<file path="src/sv/alc_pkg.sv">
// shared types, constants and helper functions for the lux calculator
package alc_pkg;

    localparam int RAW_W    = 16;
    localparam int SCALE_W  = 19;
    localparam int CH_W     = 25;
    localparam int QUO_W    = 12;
    localparam int COEF_W   = 10;
    localparam int LUX_W    = 21;
    localparam int PROD_W   = CH_W + COEF_W;
    localparam int SCALE_CH = 10;
    localparam int SCALE_LUX = 14;
    localparam int SEGMENTS = 7;
    localparam int DIV_STAGES = 4;
    localparam int DIV_STEPS  = 3;

    localparam logic [1:0] CFG_GAIN  = 2'd0;
    localparam logic [1:0] CFG_INTEG = 2'd1;
    localparam logic [1:0] CFG_PKG   = 2'd2;

    localparam logic [1:0] INT_13MS  = 2'd0;
    localparam logic [1:0] INT_101MS = 2'd1;

    localparam logic [SCALE_W-1:0] CH_SCALE_T0 = 19'h07517;
    localparam logic [SCALE_W-1:0] CH_SCALE_T1 = 19'h00fe7;
    localparam logic [SCALE_W-1:0] CH_SCALE_NONE = 19'h00400;
    localparam logic [RAW_W-1:0] INVALID_LIMIT = 16'd4900;

    localparam logic [COEF_W-1:0] KNEE_TAB [2][SEGMENTS] = '{
        '{10'h040, 10'h080, 10'h0c0, 10'h100, 10'h138, 10'h19a, 10'h29a},
        '{10'h043, 10'h085, 10'h0c8, 10'h10a, 10'h14d, 10'h19a, 10'h29a}
    };
    localparam logic [COEF_W-1:0] OFFSET_TAB [2][SEGMENTS] = '{
        '{10'h1f2, 10'h214, 10'h23f, 10'h270, 10'h16f, 10'h0d2, 10'h018},
        '{10'h204, 10'h228, 10'h253, 10'h282, 10'h177, 10'h101, 10'h037}
    };
    localparam logic [COEF_W-1:0] SLOPE_TAB [2][SEGMENTS] = '{
        '{10'h1be, 10'h2d1, 10'h37b, 10'h3fe, 10'h1fc, 10'h0fb, 10'h012},
        '{10'h1ad, 10'h2c1, 10'h363, 10'h3df, 10'h1dd, 10'h127, 10'h02b}
    };

    typedef struct packed {
        logic       gain_hi;
        logic [1:0] integ;
        logic       pkg;
    } cfg_t;

    typedef struct packed {
        logic [CH_W-1:0] ch0s;
        logic [CH_W-1:0] ch1s;
        logic            pkg;
        logic            bad;
    } scaled_t;

    typedef struct packed {
        logic [CH_W-1:0]  ch0s;
        logic [CH_W-1:0]  ch1s;
        logic             pkg;
        logic             bad;
        logic             zro;
        logic             sat;
        logic [CH_W-1:0]  rem;
        logic [QUO_W-1:0] quo;
        logic [QUO_W-1:0] tail;
    } div_t;

    typedef struct packed {
        logic [COEF_W-1:0] b;
        logic [COEF_W-1:0] m;
    } coef_t;

    // DIV_STEPS restoring division steps, one quotient bit each
    function automatic div_t div_steps(input div_t d);
        div_t          r;
        logic [CH_W:0] r2;
        logic [CH_W:0] dd;
        r  = d;
        dd = {1'b0, d.ch0s};
        for (int i = 0; i < DIV_STEPS; i++)
        begin
            r2 = {r.rem, r.tail[QUO_W-1]};
            r.quo = {r.quo[QUO_W-2:0], 1'b0};
            if (r2 >= dd)
            begin
                r2 = r2 - dd;
                r.quo[0] = 1'b1;
            end
            r.rem  = r2[CH_W-1:0];
            r.tail = {r.tail[QUO_W-2:0], 1'b0};
        end
        return r;
    endfunction

    // first segment whose knee is not below the ratio
    function automatic coef_t coef_lookup(input logic pkg, input logic [QUO_W-1:0] ratio);
        coef_t c;
        c.b = '0;
        c.m = '0;
        for (int i = SEGMENTS - 1; i >= 0; i--)
        begin
            if (ratio <= {2'b00, KNEE_TAB[pkg][i]})
            begin
                c.b = OFFSET_TAB[pkg][i];
                c.m = SLOPE_TAB[pkg][i];
            end
        end
        return c;
    endfunction

endpackage

</file>
<file path="src/sv/ambient_light_lux_calc.sv">
// top level of the two-channel lux calculator
//
// channel  direction  handshake          payload
// s_*      in         s_tvalid/s_tready  s_tdata: broadband_count, infrared_count
// m_*      out        m_tvalid/m_tready  m_tdata: lux; m_tuser: invalid
// cfg_*    in         cfg_valid/cfg_ready cfg_index, cfg_data
//
// the pipe is one scaling stage with the channel multipliers, five divider
// stages (setup plus three ratio bits per stage), then lookup, product and
// rounding stages. one item can enter every cycle while m_tready does not stall it.
// reset clears the valid bits and the configuration registers to zero.
// each stage holds its item while the next one is full and held, so a stall on m_tready
// backs up stage by stage and bubbles in the pipe are still filled.
module ambient_light_lux_calc (
    input  logic        clk,
    input  logic        rst_n,
    input  logic        s_tvalid,
    output logic        s_tready,
    input  logic [31:0] s_tdata,    // [15:0] broadband_count, [31:16] infrared_count
    output logic        m_tvalid,
    input  logic        m_tready,
    output logic [23:0] m_tdata,    // [20:0] lux, [23:21] zero
    output logic [0:0]  m_tuser,    // [0] invalid
    input  logic        cfg_valid,
    output logic        cfg_ready,
    input  logic [1:0]  cfg_index,
    input  logic [1:0]  cfg_data
);
    import alc_pkg::*;

    cfg_t        cfg_reg;
    cfg_t        cfg_next;
    logic        sc_valid, sc_ready;
    scaled_t     sc_data;
    logic        dv_valid, dv_ready;
    div_t        dv_data;
    logic [20:0] lux;
    logic        invalid;

    assign cfg_ready = 1'b1;

    always_comb
    begin
        cfg_next = cfg_reg;
        if (cfg_valid)
        begin
            unique case (cfg_index)
                CFG_GAIN:  cfg_next.gain_hi = cfg_data[0];
                CFG_INTEG: cfg_next.integ   = cfg_data;
                CFG_PKG:   cfg_next.pkg     = cfg_data[0];
                default:   cfg_next = cfg_reg;
            endcase
        end
    end

    always_ff @(posedge clk or negedge rst_n)
    begin
        if (!rst_n)
            cfg_reg <= '0;
        else
            cfg_reg <= cfg_next;
    end

    alc_scale u_scale (
        .clk       (clk),
        .rst_n     (rst_n),
        .cfg       (cfg_reg),
        .in_valid  (s_tvalid),
        .in_ready  (s_tready),
        .raw0      (s_tdata[15:0]),
        .raw1      (s_tdata[31:16]),
        .out_valid (sc_valid),
        .out_ready (sc_ready),
        .out_data  (sc_data)
    );

    alc_div u_div (
        .clk       (clk),
        .rst_n     (rst_n),
        .in_valid  (sc_valid),
        .in_ready  (sc_ready),
        .in_data   (sc_data),
        .out_valid (dv_valid),
        .out_ready (dv_ready),
        .out_data  (dv_data)
    );

    alc_lux u_lux (
        .clk       (clk),
        .rst_n     (rst_n),
        .in_valid  (dv_valid),
        .in_ready  (dv_ready),
        .in_data   (dv_data),
        .out_valid (m_tvalid),
        .out_ready (m_tready),
        .lux       (lux),
        .invalid   (invalid)
    );

    assign m_tdata = {3'b000, lux};
    assign m_tuser = invalid;

endmodule

</file>
<file path="src/sv/alc_scale.sv">
// channel scaling stage and invalid flag
module alc_scale (
    input  logic                  clk,
    input  logic                  rst_n,
    input  alc_pkg::cfg_t         cfg,
    input  logic                  in_valid,
    output logic                  in_ready,
    input  logic [15:0]           raw0,
    input  logic [15:0]           raw1,
    output logic                  out_valid,
    input  logic                  out_ready,
    output alc_pkg::scaled_t      out_data
);
    import alc_pkg::*;

    logic                    v_reg;
    logic                    v_next;
    scaled_t                 d_reg;
    scaled_t                 d_next;
    logic [SCALE_W-1:0]      scale;
    logic [RAW_W+SCALE_W-1:0] p0;
    logic [RAW_W+SCALE_W-1:0] p1;
    logic                    adv;

    assign adv      = !v_reg || out_ready;
    assign in_ready = adv;

    always_comb
    begin
        case (cfg.integ)
            INT_13MS:  scale = CH_SCALE_T0;
            INT_101MS: scale = CH_SCALE_T1;
            default:   scale = CH_SCALE_NONE;
        endcase
        if (!cfg.gain_hi)
            scale = {scale[SCALE_W-5:0], 4'b0000};
        p0 = {{SCALE_W{1'b0}}, raw0} * {{RAW_W{1'b0}}, scale};
        p1 = {{SCALE_W{1'b0}}, raw1} * {{RAW_W{1'b0}}, scale};
        d_next.ch0s = p0[RAW_W+SCALE_W-1:SCALE_CH];
        d_next.ch1s = p1[RAW_W+SCALE_W-1:SCALE_CH];
        d_next.pkg  = cfg.pkg;
        // quotient below two is the same as raw0 < 2*raw1
        d_next.bad  = (raw1 != '0) && ({1'b0, raw0} < {raw1, 1'b0})
                      && (raw0 > INVALID_LIMIT);
        v_next = adv ? in_valid : v_reg;
    end

    always_ff @(posedge clk or negedge rst_n)
    begin
        if (!rst_n)
            v_reg <= 1'b0;
        else
            v_reg <= v_next;
    end

    always_ff @(posedge clk)
    begin
        if (adv && in_valid)
            d_reg <= d_next;
    end

    assign out_valid = v_reg;
    assign out_data  = d_reg;

endmodule

</file>
<file path="src/sv/alc_div.sv">
// pipelined restoring divider for the ir/broadband ratio
module alc_div (
    input  logic              clk,
    input  logic              rst_n,
    input  logic              in_valid,
    output logic              in_ready,
    input  alc_pkg::scaled_t  in_data,
    output logic              out_valid,
    input  logic              out_ready,
    output alc_pkg::div_t     out_data
);
    import alc_pkg::*;

    localparam int NST = DIV_STAGES + 1;

    logic       v_reg [NST];
    div_t       d_reg [NST];
    logic       adv   [NST];
    div_t       setup;

    always_comb
    begin
        adv[NST-1] = !v_reg[NST-1] || out_ready;
        for (int k = NST - 2; k >= 0; k--)
            adv[k] = !v_reg[k] || adv[k+1];
    end

    assign in_ready = adv[0];

    // quotient fits 12 bits unless ch1s >= 4*ch0s, which saturates the ratio
    always_comb
    begin
        setup.ch0s = in_data.ch0s;
        setup.ch1s = in_data.ch1s;
        setup.pkg  = in_data.pkg;
        setup.bad  = in_data.bad;
        setup.zro  = (in_data.ch0s == '0);
        setup.sat  = ({2'b00, in_data.ch1s} >= {in_data.ch0s, 2'b00});
        setup.rem  = {2'b00, in_data.ch1s[CH_W-1:2]};
        setup.quo  = '0;
        setup.tail = {in_data.ch1s[1:0], {(QUO_W-2){1'b0}}};
    end

    always_ff @(posedge clk or negedge rst_n)
    begin
        if (!rst_n)
        begin
            for (int k = 0; k < NST; k++)
                v_reg[k] <= 1'b0;
        end
        else
        begin
            if (adv[0])
                v_reg[0] <= in_valid;
            for (int k = 1; k < NST; k++)
                if (adv[k])
                    v_reg[k] <= v_reg[k-1];
        end
    end

    always_ff @(posedge clk)
    begin
        if (adv[0] && in_valid)
            d_reg[0] <= setup;
        for (int k = 1; k < NST; k++)
            if (adv[k] && v_reg[k-1])
                d_reg[k] <= div_steps(d_reg[k-1]);
    end

    assign out_valid = v_reg[NST-1];
    assign out_data  = d_reg[NST-1];

endmodule

</file>
<file path="src/sv/alc_lux.sv">
// coefficient lookup, products and rounded lux
module alc_lux (
    input  logic            clk,
    input  logic            rst_n,
    input  logic            in_valid,
    output logic            in_ready,
    input  alc_pkg::div_t   in_data,
    output logic            out_valid,
    input  logic            out_ready,
    output logic [20:0]     lux,
    output logic            invalid
);
    import alc_pkg::*;

    logic              va_reg, vb_reg, vc_reg;
    logic              adv_a, adv_b, adv_c;
    logic [CH_W-1:0]   a_ch0_reg, a_ch1_reg;
    coef_t             a_coef_reg;
    logic              a_bad_reg, b_bad_reg;
    logic [PROD_W-1:0] b_pos_reg, b_neg_reg;
    logic [LUX_W-1:0]  c_lux_reg;
    logic              c_bad_reg;
    logic [QUO_W-1:0]  q;
    logic [QUO_W:0]    qsum;
    coef_t             coef_next;
    logic [PROD_W-1:0] diff;
    logic [PROD_W:0]   rnd;

    assign adv_c    = !vc_reg || out_ready;
    assign adv_b    = !vb_reg || adv_c;
    assign adv_a    = !va_reg || adv_b;
    assign in_ready = adv_a;

    always_comb
    begin
        if (in_data.zro)
            q = '0;
        else if (in_data.sat)
            q = '1;
        else
            q = in_data.quo;
        qsum      = {1'b0, q} + {{QUO_W{1'b0}}, 1'b1};
        coef_next = coef_lookup(in_data.pkg, qsum[QUO_W:1]);
        // negative difference clamps to zero
        diff = (b_pos_reg > b_neg_reg) ? (b_pos_reg - b_neg_reg) : '0;
        rnd  = {1'b0, diff} + (PROD_W+1)'(1 << (SCALE_LUX - 1));
    end

    always_ff @(posedge clk or negedge rst_n)
    begin
        if (!rst_n)
        begin
            va_reg <= 1'b0;
            vb_reg <= 1'b0;
            vc_reg <= 1'b0;
        end
        else
        begin
            if (adv_a)
                va_reg <= in_valid;
            if (adv_b)
                vb_reg <= va_reg;
            if (adv_c)
                vc_reg <= vb_reg;
        end
    end

    always_ff @(posedge clk)
    begin
        if (adv_a && in_valid)
        begin
            a_ch0_reg  <= in_data.ch0s;
            a_ch1_reg  <= in_data.ch1s;
            a_coef_reg <= coef_next;
            a_bad_reg  <= in_data.bad;
        end
        if (adv_b && va_reg)
        begin
            b_pos_reg <= {{COEF_W{1'b0}}, a_ch0_reg} * {{CH_W{1'b0}}, a_coef_reg.b};
            b_neg_reg <= {{COEF_W{1'b0}}, a_ch1_reg} * {{CH_W{1'b0}}, a_coef_reg.m};
            b_bad_reg <= a_bad_reg;
        end
        if (adv_c && vb_reg)
        begin
            c_lux_reg <= rnd[SCALE_LUX+LUX_W-1:SCALE_LUX];
            c_bad_reg <= b_bad_reg;
        end
    end

    assign out_valid = vc_reg;
    assign lux       = c_lux_reg;
    assign invalid   = c_bad_reg;

endmodule
</file>
<file path="config.mk">
export PLATFORM = sky130hd
export DESIGN_NAME = ambient_light_lux_calc
export DESIGN_NICKNAME = d
export VERILOG_FILES = /design/src/sv/alc_pkg.sv /design/src/sv/ambient_light_lux_calc.sv /design/src/sv/alc_scale.sv /design/src/sv/alc_div.sv /design/src/sv/alc_lux.sv
export SDC_FILE = /design/constraint.sdc
export NUM_CORES = 2
export LEC_CHECK = 0
export BUFFER_PORTS_ARGS = -buffer_cell sky130_fd_sc_hd__buf_2
export CAP_MARGIN = 10
export CORE_MARGIN = 4
export CORE_UTILIZATION = 45
export DETAILED_ROUTE_END_ITERATION = 10
export SYNTH_ARGS = -nofsm -noshare
export SYNTH_HDL_FRONTEND = slang
export SYNTH_SLANG_ARGS = --single-unit
</file>
<file path="constraint.sdc">
create_clock -name clk -period 9.8 [get_ports clk]
set_input_delay 1.96 -clock clk [delete_from_list [all_inputs] [get_ports clk]]
set_output_delay 1.96 -clock clk [all_outputs]
set_load 0.01 [all_outputs]
</file>
# After elaboration in Yosys (flattened, before gate mapping)
# Memories as Yosys holds them, arrays and structs flattened.
# Index checks and enable logic that the tools add are counted.
dict set report word_totals {
  register_bits 229
  mem_bits_rw 500
  input_bits 41
  output_inout_bits 28
  mem_count 1
}
dict set report op_classes {
  add_sub_neg 15
  multipliers 4
  n_lt_le_gt_ge 24
  eq_ne 3
  muxes 79
  bitwise_logic 1
  reduce_logical 36
}
# memory words width rd rd_clocked_by_memory_dff wr line
set memory_table {}
lappend memory_table {u_div.d_reg 5 100 5 0 5 alc_div.sv:17} ;# div_t d_reg [NST];
# op n
set ops {}
lappend ops {{2-to-1 mux 25 bit} 24}
lappend ops {{2-to-1 mux 70 bit} 7}
lappend ops {{greater-or-equal comparator 26 x 25 -> 1 bit} 12}
lappend ops {{subtractor 25 bit} 12}
lappend ops {{2-to-1 mux 20 bit} 7}
lappend ops {{<= comparator 12 x 10 -> 1 bit} 7}
lappend ops {{multiplier 16 x 19 -> 35 bit} 2}
lappend ops {{multiplier 25 x 10 -> 35 bit} 2}
lappend ops {{2-to-1 mux 65 bit} 1}
lappend ops {{2-to-1 mux 62 bit} 1}
lappend ops {{adder 35 x 14 -> 35 bit (second input constant)} 1}
lappend ops {{greater-than comparator 35 bit} 1}
lappend ops {{2-to-1 mux 35 bit} 1}
lappend ops {{subtractor 35 bit} 1}
lappend ops {{2-to-1 mux 1 bit} 34}
lappend ops {{one-hot mux 15 bit (2 select lines)} 1}
lappend ops {{greater-or-equal comparator 25 x 27 -> 1 bit} 1}
lappend ops {{zero test 25 bit} 1}
lappend ops {{2-to-1 mux 12 bit} 2}
lappend ops {{2-to-1 mux 19 bit} 1}
lappend ops {{< comparator 16 x 17 -> 1 bit} 1}
lappend ops {{greater-than comparator 16 x 13 -> 1 bit (second input constant)} 1}
lappend ops {{nonzero test 16 bit} 1}
lappend ops {{adder 12 x 1 -> 13 bit (second input constant)} 1}
lappend ops {{9 further kinds} 39}

# Depth between registers and ports, before layout
dict set report logic_depth {
  depth_word 16
  depth_mapped 40
  mapped_depth_nobuf 37
}

# Modules after synthesis
# A second synthesis with hierarchy kept.
dict set report hier_totals {
  hier_cells 7784
  hier_area_um2 75972.9
}
# module n_inst cells_each area_per_inst_um2 seq_area_each_um2
set modules_own_cells {}
lappend modules_own_cells {alc_div 1 3093 31581.5 12136.6}
lappend modules_own_cells {alc_lux 1 2578 24303.3 4999.8}
lappend modules_own_cells {alc_scale 1 2096 19882.8 1586.5}
lappend modules_own_cells {ambient_light_lux_calc 1 17 205.2 100.1}

# Least setup slack after synthesis
# Ideal clock, no wire load.
dict set report synth_path {
  path_kind {reg2reg}
  from {mem u_div.d_reg[0][175] (netlist name)}
  to {mem u_div.d_reg[0][244] (netlist name) (data pin)}
  setup_time_ps 261
  t_arrival_ps 8519
  t_required_ps 9539
  path_slack_ps 1020
  stages_incl_launch_ff 38
  n_path_buf 6
  synth_period_minus_slack_ps 8780
  path_cell_list {edfxtp_1 > buf_2 > inv_1 > fa_1 > a211o_1 > a21oi_1 > o21a_1 > o211ai_1 > o31ai_1 > o21a_1 > buf_1 > clkbuf_1 > o21ai_0 > ha_1 > a211o_1 > a221oi_1 > a21oi_1 > a31oi_1 > (+2 left out) > nand2_1 > o2111ai_1 > clkbuf_1 > buf_2 > a21oi_1 > ha_1 > and3_1 > and2_1 > and4_1 > and2_1 > and3_1 > a221oi_1 > nand2b_1 > a21oi_1 > nor3b_2 > nor2_1 > buf_2 > a221o_1}
}
# element line
set synth_lines {}
lappend synth_lines {{start, declared} alc_div.sv:17}

==> flow_summary_export.csv <==
group,metric,value,unit
run_status,status,"completed",
routing,drt-initial-drc-count,3033,
die,die_area,166000,um^2
synth,synth_top_cell_by_area,"edfxtp_1",
placed_design,portBuffers,64,
layout,fin_nets,8907,
sta,hold_slack,0.416,ns
die,start_util,45.3,%
synth,synth-edff-count,591,
clock_network,cts_max_path_buffers,3,
sta,rsz0062_at_grt,"false",
layout,syn2layout_area_growth,7.23,%
synth,ys_warn_count,0,
layout,layout_common_cells,"inv_1 (1,124), fa_1 (812), ha_1 (757), nand2_1 (746), edfxtp_1 (591)",
placed_design,gp_congestion,0.943,
die,rows,146,
sta,finalMaxSlewViolations,0,
job,timing.max_cap.violations,0,
synth,synth_area,71800,um^2
sta,period_share,95.2,%
clock_network,cts_buffers,71,
synth,async_flop_share,2.15,%
synth,synth_cell_types,91,
sta,setup-tns-final,0,ns
sta,setup-violations-final,0,
routing,detail_route.vias_per_cell,5.51,
synth,synth_area_leaders,"edfxtp_1 (25%), fa_1 (23%), ha_1 (13%)",
synth,avgSynthCellArea,9.81,um^2
layout,layout.area.seq,18100,um^2
sta,fmax,107,MHz
routing,ant_nets,0,
die,die_x,408,um
routing,via_count,51900,
critical_path,crit_type,"reg2reg",
routing,wl_per_cell,20.2,um
grt,grt_start_max_net_pins,75,
grt,grt_pass1_wl,300,mm
placed_design,dp_hpwl,156,mm
critical_path,cp_slowest_stage_delay,0.55,ns
sta,hold_violations,0,
routing,wirelength,190,mm
clock_network,worstSkewPairLatency,0.68,ns
clock_network,clk_pin_slew,0.06,ns
synth,synth_top_area_share,24.7,%
critical_path,crit_buf_inv,6,
synth,synth_cells,7322,
critical_path,cp_data_arrival_time,9.73,ns
layout,multiInputGateArea,48800,um^2
critical_path,crit_family,"compound AO/OA/AOI/OAI gates",
critical_path,cp_slowest_cell,"a221oi_2",
clock_network,cts-root-buf,"clkbuf_16",
layout,nFillCells,14800,
sta,skew,0.0384,ns
grt,grt_antenna_before_repair,4,
critical_path,cp_data_required_time,10.20,ns
routing,drc,0,
critical_path,crit_path_end_kind,"register",
critical_path,path_max_fanout,15,
routing,first_pass_iters,6,
layout,final_common_cell,"inv_1",
die,die_y,408,um
synth,ys_ff_latch,604,
sta,slew_headroom,21.2,%
layout,drive_gt1_share,6.09,%
sta,max_slew.worst_pin.slew,1.18,ns
die,coreArea,159000,um^2
clock_network,cts_tree,"yes",
critical_path,startpoint_type,"register",
grt,track_usage,22.8,%
synth,synthFlopType,"edfxtp_1",
sta,min_period,9.33,ns
grt,first_global_vias,52800,
grt,overflow,0,
hold_path,min_path_type,"reg2reg",
die,pin_count,69,
clock_network,h-tree-depth,3,
layout,largest_reg_flops,375,
synth,synth-seq-area-share,25.2,%
clock_network,clock-sinks,604,
## stage by stage
| stage | setup slack [ns] | area [um^2] | utilization (%) | std cells |
|---|---|---|---|---|
| after detailed placement | 0.113 | 74500 | 47.0 | 9293 |
| final | 0.473 | 77000 | 48.6 | 9427 |
| after floorplan | 1.02 | 71800 | - | 7324 |
| after CTS | 0.0673 | 77000 | 48.5 | 9422 |
| after global routing | 0.0102 | 77000 | 48.6 | 9425 |
| after global placement | 0.142 | 74500 | 47.0 | 9293 |
## cells in the mapped netlist (all sizes together), types with 29 or more instances
cell type,n
xor2,122
mux2,111
edfxtp,591
o21ai,255
nand2,746
nor2b,64
o21a,77
o21bai,62
nand3,83
nor3,80
nor4,33
fa,812
and2,359
or3,29
nor2,322
mux2i,36
inv,1127
a31oi,53
a21oi,359
clkbuf,218
nand4,71
xnor2,249
nand2b,53
and3,59
a21o,169
a211oi,35
ha,757
## repair_timing
action	in CTS	in global routing
setup buffers	0	2
endpoints found under the setup margin	0	51
hold endpoints to repair	0	0
gates resized for setup	0	6
hold buffers	0	0
## cell families after synthesis
family | Yosys count | synth area share [%]
adders and majority gates | 1569 | 35.8
and+or+nand+nor | 1978 | 13.4
other | 2 | 0.0105
muxes | 147 | 2.24
DFF | 604 | 25.2
buffers and inverters | 1373 | 7.22
xor gates and xnor gates | 371 | 4.52
AOI/OAI and AO/OA | 1278 | 11.6
## per-layer routing
layer / part of all wire [%] / GRT usage, % / routed length, um
met5: 0 / 0 / 0
met4: 3.5 / 7.49 / 6740
met3: 4.7 / 2.67 / 8920
met2: 47 / 38.3 / 90200
met1: 44 / 30.7 / 84400
## path summary, 6_finish.rpt
check | from | end | depth (start not counted) | slack (ns)
min | u_div.d_reg[0][346] | u_div.d_reg[0][446] | 0 | 0.42
max in group asynchronous | rst_n | u_lux.vb_reg | 1 | 8.13
min in group asynchronous | rst_n | cfg_reg[0] | 1 | 1.27
max | u_div.d_reg[0][75] | u_div.d_reg[0][122] | 35 | 0.47
max reg2reg | u_div.d_reg[0][75] | u_div.d_reg[0][122] | 35 | 0.47
min reg2reg | u_div.d_reg[0][346] | u_div.d_reg[0][446] | 0 | 0.42
## final cells by class
type                            count  area share (%)
Multi-Input combinational cell   5348            63.3
Antenna cell                        2         0.00650
Clock inverter                     43           0.762
Sequential cell                   604            23.5
Clock buffer                       86            2.38
Inverter                         1128            5.50
Timing Repair Buffer              144            1.23
Tap cell                         2072            3.37
Power is not shown: default switching activity piles up to over one toggle a cycle in this logic, so the estimate is an artifact.
